**config.mk**
```make
export PLATFORM = sky130hd
export DESIGN_NAME = rotary_knob_accelerated_value_unit
export DESIGN_NICKNAME = d
export VERILOG_FILES = /design/src/design/rkav_pkg.sv /design/src/design/rkav_decode.sv /design/src/design/rkav_level.sv /design/src/design/rotary_knob_accelerated_value_unit.sv
export SDC_FILE = /design/constraint.sdc
export NUM_CORES = 1
export LEC_CHECK = 0
export BUFFER_PORTS_ARGS = -buffer_cell sky130_fd_sc_hd__buf_2
export CORE_UTILIZATION = 56
export CTS_CLUSTER_DIAMETER = 120
export DETAILED_ROUTE_END_ITERATION = 8
export PLACE_DENSITY = 0.86
export SYNTH_ARGS = -nofsm -noshare
export SYNTH_HDL_FRONTEND = slang
export SYNTH_SLANG_ARGS = --single-unit
```
**constraint.sdc**
```tcl
create_clock -name clk -period 12.7 [get_ports clk]
set_input_delay 2.54 -clock clk [delete_from_list [all_inputs] [get_ports clk]]
set_output_delay 2.54 -clock clk [all_outputs]
set_load 0.1 [all_outputs]
```
**src/design/rkav_pkg.sv**
```systemverilog
// Shared types and constants for the rotary knob accelerated value unit.
`default_nettype none

package rkav_pkg;

  // Valid quadrature transition codes, indexed by {prev_a, prev_b, cur_a, cur_b}
  localparam logic [15:0] ValidCode = 16'h6996;

  // History patterns that mark a full detent
  localparam logic [7:0] HistDown = 8'h2b;
  localparam logic [7:0] HistUp   = 8'h17;

  // Speed curve constants
  localparam logic [15:0] SlowLimit = 16'd1380;
  localparam int          SpeedBase = 1500;
  localparam int          SpeedDiv  = 120;

  // Saturation value of the tick counter
  localparam logic [15:0] TicksMax = 16'hffff;

  // Direction codes
  typedef logic signed [1:0] dir_t;
  localparam dir_t DirNone = 2'sb00;
  localparam dir_t DirUp   = 2'sb01;
  localparam dir_t DirDown = 2'sb11;

  // Decoder result handed to the top level
  typedef struct packed {
    logic [3:0] pairs;
    logic [7:0] history;
    dir_t       dir;
  } decode_t;

endpackage

`default_nettype wire

```
**src/design/rkav_decode.sv**
```systemverilog
// Quadrature decoder: pin pair shift, valid-transition filter and detent match.
`default_nettype none

module rkav_decode (
  input  wire logic [3:0]      pairs,
  input  wire logic [7:0]      history,
  input  wire logic            pin_a,
  input  wire logic            pin_b,
  output rkav_pkg::decode_t    dec
);

  logic [3:0] pairs_next;

  assign pairs_next = {pairs[1:0], pin_a, pin_b};

  // Only legal Gray-code steps enter the history
  always_comb begin
    dec.pairs   = pairs_next;
    dec.history = history;
    dec.dir     = rkav_pkg::DirNone;
    if (rkav_pkg::ValidCode[pairs_next]) begin
      dec.history = {history[3:0], pairs_next};
      if ({history[3:0], pairs_next} == rkav_pkg::HistDown) begin
        dec.dir = rkav_pkg::DirDown;
      end else if ({history[3:0], pairs_next} == rkav_pkg::HistUp) begin
        dec.dir = rkav_pkg::DirUp;
      end
    end
  end

endmodule

`default_nettype wire

```
**src/design/rkav_level.sv**
```systemverilog
// Step size selection (fixed or speed dependent), value update and clamp.
`default_nettype none

module rkav_level (
  input  wire logic signed [15:0] level,
  input  wire logic        [15:0] elapsed,
  input  wire rkav_pkg::dir_t     dir,
  input  wire logic               adaptive_mode,
  input  wire logic        [14:0] step_size,
  input  wire logic signed [15:0] min_value,
  input  wire logic signed [15:0] max_value,
  output logic signed [15:0]      level_next
);

  localparam int QMax = rkav_pkg::SpeedBase / rkav_pkg::SpeedDiv;

  logic        [3:0]  quot;
  logic        [7:0]  speed_step;
  logic        [14:0] step;
  logic signed [17:0] step_ext;
  logic signed [17:0] sum;
  logic signed [17:0] min_ext;
  logic signed [17:0] max_ext;

  // (SpeedBase - elapsed) / SpeedDiv as a count of threshold compares;
  // at least 1 whenever elapsed is within the slow limit
  always_comb begin
    quot = 4'd1;
    for (int k = 2; k <= QMax; k++) begin
      if (elapsed <= 16'(rkav_pkg::SpeedBase - rkav_pkg::SpeedDiv * k)) begin
        quot = quot + 4'd1;
      end
    end
  end

  // Squared quotient, 1 to 144
  assign speed_step = {4'b0000, quot} * {4'b0000, quot};

  always_comb begin
    if (!adaptive_mode) begin
      step = step_size;
    end else if (elapsed > rkav_pkg::SlowLimit) begin
      step = 15'd1;
    end else begin
      step = {7'b0000000, speed_step};
    end
  end

  // Full-width sum, then clamp with the upper bound checked first
  assign step_ext = signed'({3'b000, step});
  assign min_ext  = {{2{min_value[15]}}, min_value};
  assign max_ext  = {{2{max_value[15]}}, max_value};
  assign sum      = {{2{level[15]}}, level} +
                    ((dir == rkav_pkg::DirDown) ? -step_ext : step_ext);

  always_comb begin
    if (sum >= max_ext) begin
      level_next = max_value;
    end else if (sum <= min_ext) begin
      level_next = min_value;
    end else begin
      level_next = sum[15:0];
    end
  end

endmodule

`default_nettype wire

```
**src/design/rotary_knob_accelerated_value_unit.sv**
```systemverilog
// A request accepted into the input register moves on to the result register, which drives m_tvalid.
// Throughput: one request per cycle; input register and result register both
// advance whenever the result register is empty or being taken.
// The decode, step select and clamp form one combinational pass between them.
// Reset (rst, synchronous): pin pairs, history, tick count and value go to zero;
// min 0, max 100, step 1, adaptive mode on; both pipeline stages empty.
`default_nettype none

module rotary_knob_accelerated_value_unit (
  input  wire logic        clk,
  input  wire logic        rst,
  // configuration write port
  input  wire logic        cfg_we,
  input  wire logic [1:0]  cfg_index,
  input  wire logic [15:0] cfg_data,
  // sample requests
  input  wire logic        s_tvalid,
  output logic             s_tready,
  input  wire logic [7:0]  s_tdata,   // [0] pin_a, [1] pin_b, [2] time_tick
  // results
  output logic             m_tvalid,
  input  wire logic        m_tready,
  output logic [23:0]      m_tdata    // [1:0] direction, [2] changed, [18:3] level
);

  localparam logic [1:0] RegMin      = 2'd0;
  localparam logic [1:0] RegMax      = 2'd1;
  localparam logic [1:0] RegStep     = 2'd2;
  localparam logic [1:0] RegAdaptive = 2'd3;

  // configuration
  logic signed [15:0] min_value;
  logic signed [15:0] max_value;
  logic        [14:0] step_size;
  logic               adaptive_mode;

  // input stage
  logic in_valid;
  logic in_a;
  logic in_b;
  logic in_tick;

  // decoder state
  logic        [3:0]  pairs;
  logic        [7:0]  history;
  logic        [15:0] elapsed;
  logic signed [15:0] level;

  // result stage
  logic               out_valid;
  rkav_pkg::dir_t     out_dir;
  logic               out_changed;
  logic signed [15:0] out_level;

  rkav_pkg::decode_t  dec;
  logic signed [15:0] level_next;
  logic               advance;
  logic               detent;

  assign advance  = in_valid && (!out_valid || m_tready);
  assign s_tready = !in_valid || advance;
  assign detent   = (dec.dir != rkav_pkg::DirNone);

  rkav_decode u_decode (
    .pairs   (pairs),
    .history (history),
    .pin_a   (in_a),
    .pin_b   (in_b),
    .dec     (dec)
  );

  rkav_level u_level (
    .level         (level),
    .elapsed       (elapsed),
    .dir           (dec.dir),
    .adaptive_mode (adaptive_mode),
    .step_size     (step_size),
    .min_value     (min_value),
    .max_value     (max_value),
    .level_next    (level_next)
  );

  // configuration registers
  always_ff @(posedge clk) begin
    if (rst) begin
      min_value     <= 16'sd0;
      max_value     <= 16'sd100;
      step_size     <= 15'd1;
      adaptive_mode <= 1'b1;
    end else if (cfg_we) begin
      case (cfg_index)
        RegMin:      min_value     <= signed'(cfg_data);
        RegMax:      max_value     <= signed'(cfg_data);
        RegStep:     step_size     <= cfg_data[14:0];
        RegAdaptive: adaptive_mode <= cfg_data[0];
        default:     ;
      endcase
    end
  end

  // input register
  always_ff @(posedge clk) begin
    if (rst) begin
      in_valid <= 1'b0;
    end else if (s_tvalid && s_tready) begin
      in_valid <= 1'b1;
    end else if (advance) begin
      in_valid <= 1'b0;
    end
  end

  always_ff @(posedge clk) begin
    if (s_tvalid && s_tready) begin
      in_a    <= s_tdata[0];
      in_b    <= s_tdata[1];
      in_tick <= s_tdata[2];
    end
  end

  // decoder state, updated once per processed sample
  always_ff @(posedge clk) begin
    if (rst) begin
      pairs   <= 4'd0;
      history <= 8'd0;
      elapsed <= 16'd0;
      level   <= 16'sd0;
    end else if (advance) begin
      pairs   <= dec.pairs;
      history <= dec.history;
      if (detent) begin
        level   <= level_next;
        elapsed <= 16'd0;
      end else if (in_tick && elapsed != rkav_pkg::TicksMax) begin
        elapsed <= elapsed + 16'd1;
      end
    end
  end

  // result register
  always_ff @(posedge clk) begin
    if (rst) begin
      out_valid <= 1'b0;
    end else if (advance) begin
      out_valid <= 1'b1;
    end else if (m_tready) begin
      out_valid <= 1'b0;
    end
  end

  always_ff @(posedge clk) begin
    if (advance) begin
      out_dir     <= dec.dir;
      out_changed <= detent;
      out_level   <= detent ? level_next : level;
    end
  end

  assign m_tvalid = out_valid;
  assign m_tdata  = {5'b00000, out_level, out_changed, out_dir};

  // changed flag agrees with the reported direction
  a_changed_dir: assert property (@(posedge clk) disable iff (rst)
    out_valid |-> (out_changed == (out_dir != rkav_pkg::DirNone)))
    else $error("changed flag disagrees with direction");

  // a detent with sane bounds lands inside them
  a_clamp: assert property (@(posedge clk) disable iff (rst)
    (advance && detent && (min_value <= max_value)) |=>
      (out_level >= $past(min_value) && out_level <= $past(max_value)))
    else $error("clamped level out of bounds");

  // tick counter only clears or steps by at most one
  a_elapsed: assert property (@(posedge clk) disable iff (rst)
    1'b1 |=> (elapsed == 16'd0 ||
              {1'b0, elapsed} <= {1'b0, $past(elapsed)} + 17'd1))
    else $error("tick counter jumped");

  // the counter is cleared after every detent
  a_clear: assert property (@(posedge clk) disable iff (rst)
    (advance && detent) |=> (elapsed == 16'd0))
    else $error("tick counter not cleared on detent");

endmodule

`default_nettype wire

```
======== Word level (Yosys, flattened, before mapping) ========
Memory sizes are Yosys's and may differ from the RTL's.
Index checks and enable logic that the tools add are counted.
word-level totals
  register bits ........................... 110
  ROM bits ................................ 16
  input bits .............................. 31
  output and inout port bits .............. 26
  logic and storage cells ................. 98
  memories kept ........................... 1
memory list
  name             depth  bits a word  read ports  clocked after Yosys merged registers in  write ports  line               RTL
  (no name shown)  16     1            1           0                                        0            rkav_decode.sv:21  if (rkav_pkg::ValidCode[pairs_next]) begin
operators by class
  add/sub/neg operators ................... 13
  multiply operators ...................... 1
  magnitude comparators ................... 15
  eq/ne operators ......................... 7
  multiplexer cells ....................... 27
  reductions and logical operators ........ 18
operator list
  cell                     count
  $le A16 B10 Y1 const B   5
  $mux W16                 5
  $mux W4                  10
  $add A4 B1 Y4 const B    9
  $le A16 B11 Y1 const B   2
  $le A16 B9 Y1 const B    2
  $add A18 B18 Y18         1
  $ge A18 B16 Y1           1
  $le A18 B16 Y1           1
  $mux W18                 1
  $neg A15 Y18             1
  $add A16 B1 Y16 const B  1
  $gt A16 B11 Y1 const B   1
  $le A16 B6 Y1 const B    1
  $le A16 B8 Y1 const B    1
  $ne A16 B16 Y1 const B   1
  $mux W15                 1
  $reduce_and A2 Y1        6
  $eq A8 B5 Y1 const B     1
  $eq A8 B6 Y1 const B     1
  $mul A4 B4 Y8            1
  $mux W8                  1
  $reduce_bool A2 Y1       4
  $mux W1                  6
  9 further kinds          17

======== Longest topological paths before layout ========
  depth in word-level cells ............... 32
  gate-level depth with buffers ........... 63

======== Modules after synthesis ========
From an unflattened synthesis, not the netlist that was laid out.
unflattened totals
  cell total of the unflattened synthesis .. 1183
  area, all modules ....................... 9098.7 sq um
modules (own cells, without submodules)
  module                              instances  cells each  area an instance (sq um)  sequential area each (sq um)
  rotary_knob_accelerated_value_unit  1          543         4558.1                    2542.4
  rkav_level                          1          619         4324.1                    0.0
  rkav_decode                         1          21          216.5                     0.0

======== Least setup slack after synthesis ========
No wires, ideal clock.
  path type ............................... register to register
  start ................................... register elapsed[0]
  end ..................................... register out_level[13], data pin
  setup time .............................. 0.260 ns
  arrival ................................. 11.507 ns
  path slack .............................. 0.933 ns
  cell stages (with the launch flop) ...... 59
  clock period less this slack ............ 11.767 ns
  cell sequence ........................... dfxtp_1 -> inv_1 -> ha_1 -> and3b_1 -> o2111ai_1 -> nand2_1 -> a21oi_1 -> inv_1 -> fa_1 -> nor3_1 -> a211oi_4 -> inv_2 -> ha_1 -> nand3_1 -> a31oi_1 -> nor2_1 -> xnor2_1 -> o21ai_0 -> [... 23 more ...] -> or2_2 -> a21oi_1 -> a21oi_1 -> a21o_1 -> a21o_1 -> a21o_1 -> a21oi_1 -> xnor2_1 -> ha_1 -> a211oi_1 -> nand2_1 -> nand2_1 -> o21ai_0 -> a22o_1 -> a31oi_1 -> clkbuf_1 -> a21oi_1 -> mux2_2
between the ends
  word-level cells in the longest chain between the ends .. 32
ends and longest elaborated chain
  element                 line                                       RTL
  start, declared         rotary_knob_accelerated_value_unit.sv:46   logic [15:0] elapsed;
  start signal, assigned  rotary_knob_accelerated_value_unit.sv:134  elapsed <= elapsed + 16'd1;
  $le A16 B11 Y1          rkav_level.sv:30                           if (elapsed <= 16'(rkav_pkg::SpeedBase - rkav_pkg::SpeedDiv * k)) begin
  $mux W2                 rkav_level.sv:30
  $add A2 B1 Y3           rkav_level.sv:31                           quot = quot + 4'd1;
  $mux W4                 rkav_level.sv:30
  $add A4 B1 Y4           rkav_level.sv:31
  $mux W4                 rkav_level.sv:30
  $add A4 B1 Y4           rkav_level.sv:31
  $mux W4                 rkav_level.sv:30
  [... 16 more ...]       --
  $mux W15 (*)            rkav_level.sv:40                           if (!adaptive_mode) begin
  $neg A15 Y18            rkav_level.sv:54                           ((dir == rkav_pkg::DirDown) ? -step_ext : step_ext);
  $mux W18 (*)            rkav_level.sv:54
  $add A18 B18 Y18 (*)    rkav_level.sv:53                           assign sum = {{2{level[15]}}, level} +
  $le A18 B16 Y1          rkav_level.sv:59                           end else if (sum <= min_ext) begin
  $mux W16                rkav_level.sv:59
  $mux W16 (*)            rkav_level.sv:57                           if (sum >= max_ext) begin
  $mux W16 (*)            --
  end signal, assigned    rotary_knob_accelerated_value_unit.sv:154  out_level <= detent ? level_next : level;
  end, declared           rotary_knob_accelerated_value_unit.sv:53   logic signed [15:0] out_level;
Every way passes the cells marked *; elsewhere a longest branch is shown, timed or not.
A chain may end at the register's enable or synchronous reset.

======== Worst setup path in the final report ========
  start ................................... register elapsed[0]
  end ..................................... register level[2]
between the ends
  word-level cells in the longest chain between the ends .. 32
ends and longest elaborated chain
  element               line                                       RTL
  $le A16 B11 Y1        rkav_level.sv:30
  $mux W2               rkav_level.sv:30
  $add A2 B1 Y3         rkav_level.sv:31
  $mux W4               rkav_level.sv:30
  $add A4 B1 Y4         rkav_level.sv:31
  $mux W4               rkav_level.sv:30
  $add A4 B1 Y4         rkav_level.sv:31
  $mux W4               rkav_level.sv:30
  [... 16 more ...]     --
  $mux W15 (*)          rkav_level.sv:40
  $neg A15 Y18          rkav_level.sv:54
  $mux W18 (*)          rkav_level.sv:54
  $add A18 B18 Y18 (*)  rkav_level.sv:53
  $le A18 B16 Y1        rkav_level.sv:59
  $mux W16              rkav_level.sv:59
  $mux W16 (*)          rkav_level.sv:57
  $mux W16 (*)          --
  end signal, assigned  rotary_knob_accelerated_value_unit.sv:131  level <= level_next;
  end, declared         rotary_knob_accelerated_value_unit.sv:47   logic signed [15:0] level;
Marked as above.

==> summary.txt <==
Run status
  – Result of the run: completed

GRT
  – Antenna violations before repair: 0
  – Largest net degree at the start of global routing: 78
  – GR Util All Layers: 0.262
  – Vias in the first global route: 7029
  – Gr ovfl total: 0
  – First-pass GRT wire length: 33500 um

Flow run
  – Max Cap Violations: 0

Critical path
  – Sort of element at the start of the critical path: flop
  – Required @ worst endpoint: 12.92 ns
  – Critical Path AT: 12.32 ns
  – Path type of the worst setup path: flop to flop
  – Cell family with the largest share of critical-path delay: compound AO/OA/AOI/OAI gates
  – Nature of the critical path endpoint: flop
  – Crit-path max cell delay: 0.61 ns
  – CP Max Fanout: 15
  – Cell type of the slowest stage on the worst timing path: fa_2
  – Number of buffers and inverters on the critical path: 4
  – CP dominant cell by count: ha_1

Timing
  – Max-Slew Margin vs Limit: 0.330
  – Hold Violations, Final: 0
  – Post-layout minimum cycle time: 12.09 ns
  – Slew at the pin closest to its max-slew limit: 1.00 ns
  – Fin Hold WS: 0.459 ns
  – Post-layout worst setup margin: 0.607 ns
  – Setup skew after layout: 0.0101 ns
  – Achievable frequency: 82.7 MHz
  – Final number of setup-violating endpoints: 0
  – Final critical-path share of the clock period: 0.952
  – Max-slew violation count: 0

Clock tree
  – Clock latency on the worst-skew pair: 0.36 ns
  – Clk root buf: clkbuf_16
  – CTS Sinks: 110
  – TritonCTS buffer count: 9
  – CTS H-tree depth: 3
  – Clock-pin transition on the worst setup and hold timing paths: 0.08 ns
  – Clock tree from TritonCTS: yes
  – Hold-fix buffer count after cts: 0
  – Number of buffers between clock root and the deepest sink: 2

Logic synthesis
  – Mapped cell area: 8420 um^2
  – Area share of the largest cell type after synthesis: 0.209
  – Async set-or-reset flop fraction in the synthesized netlist: 0
  – Number of warning messages in the yosys log: 0
  – Number of synthesized flops with an enable pin: 22
  – Leading post-synthesis cells by cell area: dfxtp_1 (21%), ha_1 (11%), nand2_1 (7.9%)
  – Part of the Yosys area used for sequential elements: 0.288
  – Library cells used by synthesis: 94
  – Cell type contributing the most total cell area after synthesis: dfxtp_1
  – Number of standard cells after synthesis: 1069
  – Mapped Avg Cell Area: 7.88 um^2
  – Number of storage elements in the synthesis netlist: 110
  – Most used flip-flop cell after synthesis: dfxtp_1

Place
  – Setup Slack @ Placement: 0.289 ns
  – RePlAce Congestion: 0.966
  – Placed instance area: 8840 um^2
  – Number of I/O port buffers: 46
  – Post-detail-place hpwl: 15200 um

Final layout
  – Nets: 1205
  – Fillers: 1226
  – Commonest cells after routing, fill and taps aside: nand2_1 (178), a21oi_1 (94), dfxtp_1 (88)
  – Area growth from synthesis to final layout: 9.58%
  – Proportion of layout cells with a drive suffix above 1: 0.135
  – Most frequent standard cell in the layout excluding fill and tap cells: nand2_1
  – Final cell area excluding filler cells: 9230 um^2
  – Final antenna diode count: 0

Floorplan
  – Site row count: 44
  – DIE HEIGHT: 125 um
  – Full die area: 15500 um^2
  – I/O pin total: 57
  – Die width: 125 um
  – Core area: 14600 um^2
  – Effective utilization at floorplan: 0.577

Worst hold path
  – Worst min-delay path class: flop to flop

Detailed routing
  – Final routed DRC violation total: 0
  – Post-DR wirelength/cell: 15.6 um
  – Detailed-routing iteration count for the pre-antenna-repair pass: 5
  – Routed via count divided by cell count: 5.93
  – DRC marker count from the first detailed-route iteration: 655
  – Count of vias placed by the detailed router: 7641
  – Post-route antenna net violation count: 0
  – Overall routed net length: 20100 um

Power
  – Post-layout total power: 0.000788 W
  – Cell area power density: 85.4 nW/um^2
  – Static Leakage: 3.79 nW
  – Max rail drop VDD: 0.0000941 V
[through the flow]
step / setup TNS, ns / utilization / instances
finish: 0 / 0.633 / 1289
global route: -0.0765 / 0.633 / 1289
CTS: 0 / 0.626 / 1287
detailed placement: 0 / 0.606 / 1271
global placement: 0 / 0.606 / 1271
floorplan: 0 / - / 1073
[power breakdown]
group          internal (W)  total, W  switching, W
sequential         0.000365  0.000373    0.00000789
combinational     0.0000480  0.000139     0.0000913
clock              0.000138  0.000276      0.000138
total              0.000551  0.000788      0.000237
[routing by layer]
layer | wire length (um) | global-route usage
met1 | 9450 | 0.366
met2 | 8910 | 0.413
met3 | 1430 | 0.0481
met4 | 333 | 0.0709
met5 | 0 | 0
[final timing paths]
check	cells after the start	from	endpoint	slack, ns
worst max-delay path	58	elapsed[0]	level[2]	0.61
worst min-delay path	2	min_value[12]	min_value[12]	0.46
worst max register to register	58	elapsed[0]	level[2]	0.61
worst min register to register	2	min_value[12]	min_value[12]	0.46
[state kept, by name, indices dropped and copies added (netlist names), 2 cells and up]
| signal | cells |
|---|---|
| level | 16 |
| pairs | 2 |
| elapsed | 16 |
| history | 4 |
| out_dir | 2 |
| min_value | 16 |
| out_level | 16 |
| max_value | 16 |
| step_size | 15 |
[synthesized netlist by cell type, types with 5 or more instances]
master and number:
nor4_1 9, nand4_1 14, mux2i_1 20, ha_1 71, or2_2 6, o21a_1 16, nor3_1 13, dfxtp_1 88
a21o_1 18, a31oi_1 7, and2_1 5, and3_1 9, and4_1 6, nor2b_1 18, xor2_1 12, nand3_1 15
a211oi_1 7, xnor2_1 37, nand2_1 178, o211ai_1 8, a21oi_1 95, nor3b_1 5, inv_1 68, nor2_1 81
edfxtp_1 22, buf_4 8, buf_2 8, nand3b_1 5, clkbuf_1 37, o21ai_0 71, or3_1 6
[logic make-up after synthesis]
family	Yosys count	synth area share
adder cells (fa/ha/maj)	74	0.113
buffers and inverters	128	0.0645
other	1	0.000445
XOR/XNOR	52	0.0582
flip-flops	110	0.288
AND/OR/NAND/NOR	400	0.235
multiplexers	24	0.0291
AO/OA/AOI/OAI	280	0.213
[what timing repair did]
| item | 4_1_cts | 5_1_grt |
|---|---|---|
| setup buffers | 0 | 2 |
| setup endpoints to repair | 0 | 32 |
| gates resized for setup | 0 | 21 |
[layout make-up]
type	instances	area (um^2)	area share
sequential	110	2420	0.262
timing repair buffer	73	445	0.0483
multi-input combinational	835	5580	0.604
clock inverter	7	63.8	0.00691
tap	184	230	0.0249
clock buffer	9	225	0.0244
inverter	71	267	0.0289
[worst reg2reg max path: cells and delay by family (launching register included)]
family	cells	cell delay, ns
buf+inv	4	0.55
simple gates	16	2.35
fa+ha+maj	8	2.72
compound gates	25	5.00
xor+xnor	3	0.59
flops	1	0.34
mux	2	0.42
No activity file was read; power rests on OpenSTA's default activity.
